==> config.mk <==
export PLATFORM = sky130hd
export DESIGN_NAME = iso_date_string_validator
export DESIGN_NICKNAME = d
export VERILOG_FILES = /design/src/hw/rtl/iso_dv_pkg.sv /design/src/hw/rtl/iso_date_string_validator.sv /design/src/hw/rtl/iso_dv_check.sv
export SDC_FILE = /design/constraint.sdc
export NUM_CORES = 1
export LEC_CHECK = 0
export BUFFER_PORTS_ARGS = -buffer_cell sky130_fd_sc_hd__buf_2
export CORE_MARGIN = 4
export CORE_UTILIZATION = 55
export CTS_BUF_LIST = sky130_fd_sc_hd__clkbuf_16
export CTS_CLUSTER_DIAMETER = 40
export DETAILED_ROUTE_END_ITERATION = 8
export PLACE_DENSITY_LB_ADDON = 0.2
export SLEW_MARGIN = 30
export SYNTH_ARGS = -nofsm -noshare
export SYNTH_HDL_FRONTEND = slang
export SYNTH_SLANG_ARGS = --single-unit
==> constraint.sdc <==
create_clock -name clk -period 14.4 [get_ports clk]
set_clock_uncertainty 0.05 [all_clocks]
set_input_delay 0.72 -clock clk [delete_from_list [all_inputs] [get_ports clk]]
set_output_delay 0.72 -clock clk [all_outputs]
set_load 0.005 [all_outputs]
==> src/hw/rtl/iso_dv_pkg.sv <==
// shared types, constants and helper functions for the iso date validator
// no dependencies; imported by iso_dv_check and iso_date_string_validator
package iso_dv_pkg;

  typedef logic [3:0] digit_t;
  typedef logic [3:0] pos_t;

  // byte positions and character codes of the YYYY-MM-DD pattern
  localparam pos_t       DATE_LEN    = 4'd10;
  localparam pos_t       POS_SAT     = 4'd11;
  localparam pos_t       POS_HYPHEN1 = 4'd4;
  localparam pos_t       POS_HYPHEN2 = 4'd7;
  localparam logic [7:0] CH_HYPHEN   = 8'h2D;
  localparam logic [7:0] CH_ZERO     = 8'h30;
  localparam logic [7:0] CH_NINE     = 8'h39;
  localparam logic [13:0] YEAR_MIN   = 14'd1970;
  localparam logic [13:0] YEAR_MAX   = 14'd9999;
  localparam logic [3:0]  MONTH_FEB  = 4'd2;

  // collected digits and status of one string
  typedef struct packed {
    digit_t year3;
    digit_t year2;
    digit_t year1;
    digit_t year0;
    digit_t month1;
    digit_t month0;
    digit_t day1;
    digit_t day0;
    pos_t   position;
    logic   format_good;
  } date_fields_t;

  // two decimal digits tens:ones form a multiple of four
  function automatic logic bcd_pair_mod4(input digit_t tens, input digit_t ones);
    logic even_tens;
    even_tens = ~tens[0];
    return (even_tens && (ones == 4'd0 || ones == 4'd4 || ones == 4'd8)) ||
           (!even_tens && (ones == 4'd2 || ones == 4'd6));
  endfunction

  // days in month 1..12, zero for anything else
  function automatic logic [4:0] month_days(input logic [3:0] month, input logic leap);
    logic [4:0] len;
    unique case (month)
      4'd1, 4'd3, 4'd5, 4'd7, 4'd8, 4'd10, 4'd12: len = 5'd31;
      4'd4, 4'd6, 4'd9, 4'd11:                    len = 5'd30;
      MONTH_FEB:                                  len = leap ? 5'd29 : 5'd28;
      default:                                    len = 5'd0;
    endcase
    return len;
  endfunction

endpackage

==> src/hw/rtl/iso_date_string_validator.sv <==
// top level of the iso date string validator: input register, per-byte
// parse state and result register; uses iso_dv_pkg and iso_dv_check
//
// Takes a date string one byte per item, last byte flagged, and gives one
// result item on the last byte: date_valid is 1 when the string is exactly
// YYYY-MM-DD and names a real date from 1970-01-01 to 9999-12-31. One item
// is taken every cycle while input ready is high; an item passes through
// the input register, and the result of a last byte is then registered in
// the output register. Input ready drops only while a result waits in the
// output register and the sink is not ready.
module iso_date_string_validator
  import iso_dv_pkg::*;
(
  input  logic       clk,
  input  logic       rst_n,
  input  logic       in_valid,
  output logic       in_ready,
  input  logic [7:0] in_char_byte,
  input  logic       in_is_last,
  output logic       out_valid,
  input  logic       out_ready,
  output logic       out_date_valid
);

  logic         in_valid_r, in_valid_nxt;
  logic [7:0]   in_byte_r;
  logic         in_last_r;
  date_fields_t fields_r, fields_nxt;
  date_fields_t fields_upd;
  logic         out_valid_r, out_valid_nxt;
  logic         out_date_r, out_date_nxt;
  logic         out_free;
  logic         proc_go;
  logic         is_digit;
  logic         date_ok;
  digit_t       digit;

  // handshake
  assign out_free = !out_valid_r || out_ready;
  assign proc_go  = in_valid_r && out_free;
  assign in_ready = !in_valid_r || out_free;

  // input register
  assign in_valid_nxt = in_ready ? in_valid : in_valid_r;

  always_ff @(posedge clk) begin
    if (!rst_n) begin
      in_valid_r <= 1'b0;
    end else begin
      in_valid_r <= in_valid_nxt;
    end
  end

  always_ff @(posedge clk) begin
    if (in_valid && in_ready) begin
      in_byte_r <= in_char_byte;
      in_last_r <= in_is_last;
    end
  end

  // classify the byte
  assign is_digit = (in_byte_r >= CH_ZERO) && (in_byte_r <= CH_NINE);
  assign digit    = 4'(in_byte_r - CH_ZERO);

  // fields after this byte
  always_comb begin
    fields_upd = fields_r;
    if (fields_r.position >= DATE_LEN) begin
      fields_upd.format_good = 1'b0;
    end else if (fields_r.position == POS_HYPHEN1 || fields_r.position == POS_HYPHEN2) begin
      if (in_byte_r != CH_HYPHEN) fields_upd.format_good = 1'b0;
    end else if (!is_digit) begin
      fields_upd.format_good = 1'b0;
    end else begin
      unique case (fields_r.position)
        4'd0:    fields_upd.year3  = digit;
        4'd1:    fields_upd.year2  = digit;
        4'd2:    fields_upd.year1  = digit;
        4'd3:    fields_upd.year0  = digit;
        4'd5:    fields_upd.month1 = digit;
        4'd6:    fields_upd.month0 = digit;
        4'd8:    fields_upd.day1   = digit;
        4'd9:    fields_upd.day0   = digit;
        default: fields_upd.format_good = fields_r.format_good;
      endcase
    end
    if (fields_r.position != POS_SAT) fields_upd.position = fields_r.position + 4'd1;
  end

  iso_dv_check u_check (
    .fields  (fields_upd),
    .date_ok (date_ok)
  );

  // parse state: advance per item, clear after the last byte
  always_comb begin
    fields_nxt = fields_r;
    if (proc_go) begin
      if (in_last_r) begin
        fields_nxt             = '0;
        fields_nxt.format_good = 1'b1;
      end else begin
        fields_nxt = fields_upd;
      end
    end
  end

  always_ff @(posedge clk) begin
    if (!rst_n) begin
      fields_r             <= '0;
      fields_r.format_good <= 1'b1;
    end else begin
      fields_r <= fields_nxt;
    end
  end

  // result register
  always_comb begin
    out_valid_nxt = out_valid_r;
    out_date_nxt  = out_date_r;
    if (out_free) begin
      out_valid_nxt = proc_go && in_last_r;
      out_date_nxt  = date_ok;
    end
  end

  always_ff @(posedge clk) begin
    if (!rst_n) begin
      out_valid_r <= 1'b0;
    end else begin
      out_valid_r <= out_valid_nxt;
    end
  end

  always_ff @(posedge clk) begin
    out_date_r <= out_date_nxt;
  end

  assign out_valid      = out_valid_r;
  assign out_date_valid = out_date_r;

endmodule

==> src/hw/rtl/iso_dv_check.sv <==
// calendar check of one complete string: format, length, year range,
// month range and day against month length; uses iso_dv_pkg
module iso_dv_check
  import iso_dv_pkg::*;
(
  input  date_fields_t fields,
  output logic         date_ok
);

  logic [13:0] year_num;
  logic [6:0]  month_num;
  logic [6:0]  day_num;
  logic        century;
  logic        leap;
  logic        year_in;
  logic        month_in;
  logic [4:0]  month_len;

  // digit values to binary, constant weights only
  assign year_num  = 14'(fields.year3 * 14'd1000) + 14'(fields.year2 * 14'd100) +
                     14'(fields.year1 * 14'd10) + 14'(fields.year0);
  assign month_num = 7'(fields.month1 * 7'd10) + 7'(fields.month0);
  assign day_num   = 7'(fields.day1 * 7'd10) + 7'(fields.day0);

  // gregorian leap rule on the decimal digits
  assign century = (fields.year1 == 4'd0) && (fields.year0 == 4'd0);
  assign leap    = century ? bcd_pair_mod4(fields.year3, fields.year2)
                           : bcd_pair_mod4(fields.year1, fields.year0);

  // range checks
  assign year_in   = (year_num >= YEAR_MIN) && (year_num <= YEAR_MAX);
  assign month_in  = (month_num >= 7'd1) && (month_num <= 7'd12);
  assign month_len = month_days(month_num[3:0], leap);

  assign date_ok = fields.format_good && (fields.position == DATE_LEN) &&
                   year_in && month_in && (day_num >= 7'd1) &&
                   (day_num <= {2'b00, month_len});

endmodule

==> impl_metrics.tcl <==
set metrics [dict create \
    synth.distinct_cells 62 \
    cp_slowest_stage_delay_ns 0.55 \
    die_width_um 103.0 \
    row_count 34 \
    worstPathRequired_ns 14.44 \
    dr_total_vias 3851 \
    grt_pass1_vias 3783 \
    h-tree-depth 2 \
    fin_crit_sh_pct 48.19 \
    finalWirelength_um 10420 \
    fin_crit_ns 6.939 \
    route.detailed.drc 0 \
    start_util_pct 56.65 \
    clockRootBuffer "clkbuf_16" \
    ys.flop_type "dfxtp_1" \
    grt_util_met1_pct 31.87 \
    grtUsageTotal_pct 21.21 \
    critPathBufInv 4 \
    syn_area_um2 4965 \
    worst-path-stages 22 \
    cp-startpoint "fields_r[2]$_SDFFE_PN0P_" \
    worst_pin_slew_ns 0.6559 \
    grt_start_max_net_pins 40 \
    num_io_pins 16 \
    clk_path_buf_depth 2 \
    post_cts_resized 0 \
    nNetsFinal 669 \
    viasPerCell 5.765 \
    cp.arrival_ns 6.98 \
    critical_path_class "register to register" \
    yosysMostFrequentCell "ha_1" \
    synthArstFlopShare_pct 0 \
    synthTopCellsByCount "ha_1, inv_1, nand2_1" \
    postCtsSetupRepairBufs 0 \
    reg2reg_to "out_date_valid$_DFFE_PP_" \
    antenna_cells 0 \
    post-place-ws_ns 7.462 \
    post_dp_cell_area_um2 5089 \
    grt_pass1_wl_um 18070 \
    dpl.hpwl_um 8110 \
    gp_congestion 0.8852 \
    fmax_mhz 144.1 \
    yosysTopAreaCell "ha_1" \
    ff2ff_path_depth 22 \
    layout-drive-gt1-share_pct 8.929 \
    core_area_um2 8763 \
    cts_tree "built" \
    worstPathCellList "inv_1 > ha_1 > nor3b_1 > and4_1 > mux2i_1 > inv_1 > ha_1 > fa_1 > inv_1 > fa_1 > fa_1 > inv_1 > ha_1 > ha_1 > a21o_1 > a21oi_1 > a21oi_1 > nand2b_1 > o311ai_1 > xnor2_1 > a211oi_1 > a2111oi_2" \
    antenna_found_initial 0 \
    ant_nets 0 \
    wl_per_cell_um 15.60 \
    setup_tns_ns 0 \
    yosysSeqAreaShare_pct 21.77 \
    rsz0062_at_grt "false" \
    hold_violations 0 \
    worstSetupEndpointType "register" \
    grt-ovfl-total 0 \
    synthCells 557 \
    drtPass1Iterations 4 \
    status "complete, no violations" \
    drv_slew 0 \
    critPathTopFamily "adder cells" \
    synth_top_cell_area_share_pct 19.15 \
    reg2reg_slack_ns 7.46 \
    die_area_um2 10610 \
    endpoint "out_date_valid$_DFFE_PP_" \
    yosysWarnings 0 \
    fp.dieH_um 103.0 \
    cts_sinks 49 \
    cp_slowest_cell "fa_1" \
    hold_path.class "register to register" \
    crit_path_start_kind "register" \
    grt.met3_usage_pct 2.639 \
    p_leak_nw 2.585 \
    fin_util_pct 59.74 \
    cts_buffers 5 \
    hold_buffers 0 \
    path_max_fanout 8 \
    ir_drop_v 0.00005404 \
    clk_latency_ns 0.29 \
    syn_area_per_cell_um2 8.913 \
    clk_pin_slew_ns 0.07 \
    powerDensity_nw_per_um2 54.99 \
    area_growth_pct 5.444 \
    setup_violations 0 \
    synthTopCellsByArea "ha_1, dfxtp_1, fa_1, edfxtp_1, inv_1" \
    synthesis.nets 667 \
    drt-initial-drc-count 166 \
    met2_usage_pct 33.25 \
    design_area_um2 5235 \
    synth_edf_count 10 \
    synth_seq_cells 49 \
    timing.rr.start "fields_r[2]$_SDFFE_PN0P_" \
    slew-limit-headroom_pct 56.28 \
    port_buffers 15 \
    total_power_mw 0.2879 \
    drv_cap 0 \
    finalWorstSetupSlack_ns 7.461 \
    busiest_layer "met2" \
]
==> how the worst min path moves through the flow <==
| stage | startpoint | to | cells past startpoint |
|---|---|---|---|
| floorplan | fields_r[0]$_SDFFE_PN1P_ | fields_r[0]$_SDFFE_PN1P_ | 2 |
| global placement | fields_r[0]$_SDFFE_PN1P_ | fields_r[0]$_SDFFE_PN1P_ | 2 |
| detailed placement | fields_r[21]$_SDFFE_PN0P_ | fields_r[21]$_SDFFE_PN0P_ | 2 |
| CTS | fields_r[21]$_SDFFE_PN0P_ | fields_r[21]$_SDFFE_PN0P_ | 2 |
| global route | fields_r[12]$_SDFFE_PN0P_ | fields_r[12]$_SDFFE_PN0P_ | 2 |
| finish | fields_r[0]$_SDFFE_PN1P_ | fields_r[0]$_SDFFE_PN1P_ | 2 |
==> tightest hold or removal path: stages (launching register included) <==
cell and delay, ns:
dfxtp_1 0.32, o21ai_0 0.10, nand2_1 0.07
==> power breakdown <==
group	switching (mW)	internal, mW	leakage [nW]
Combinational	0.0146	0.00959	2.10
Sequential	0.00372	0.142	0.415
Clock	0.0530	0.0647	0.0702
Total	0.0713	0.217	2.58
==> sequential cells by signal, indices dropped and copies added (netlist names) <==
register / flops
in_byte_r: 8
in_last_r: 1
fields_r: 37
in_valid_r: 1
out_date_valid: 1
out_valid: 1
==> cell type report <==
type | count | area [um2]
Fill cell | 794 | 3528
Tap cell | 108 | 135.1
Clock inverter | 3 | 21.27
Clock buffer | 5 | 125.1
Inverter | 56 | 210.2
Multi-Input combinational cell | 430 | 3572
Timing Repair Buffer | 17 | 90.09
Sequential cell | 49 | 1081
==> logic make-up after synthesis <==
family	Yosys count	share of synthesized area, %
buf+inv	78	6.275
compound gates	115	15.30
fa+ha+maj	97	27.62
mux	33	7.132
simple gates	162	17.84
flops	49	21.77
xor+xnor	23	4.058
==> metal layers <==
layer  vias to the layer above  part of all wire (%)
met5                         -                     0
met4                         0                  0.68
met3                        10                   5.0
met2                        76                    46
met1                      1817                    49
li1                       1948                     -
==> per-stage QoR <==
stage | hold slack (ns) | std cells
5_1_grt | 0.5212 | 668
3_5_place_dp | 0.4642 | 660
6_report | 0.4738 | 668
4_1_cts | 0.4811 | 668
2_1_floorplan | 0.4072 | 557
3_3_place_gp | 0.4377 | 660
==> cells in the final DEF, fill, tap and decap left out, types with 19 or more instances in the layout <==
master and instances:
a21oi_1 19, inv_1 56, o21ai_0 35, ha_1 76, nand2_1 43, nor2b_1 28, dfxtp_1 39, fa_1 21
and2_1 22
No activity file was read; power rests on OpenSTA's default activity.
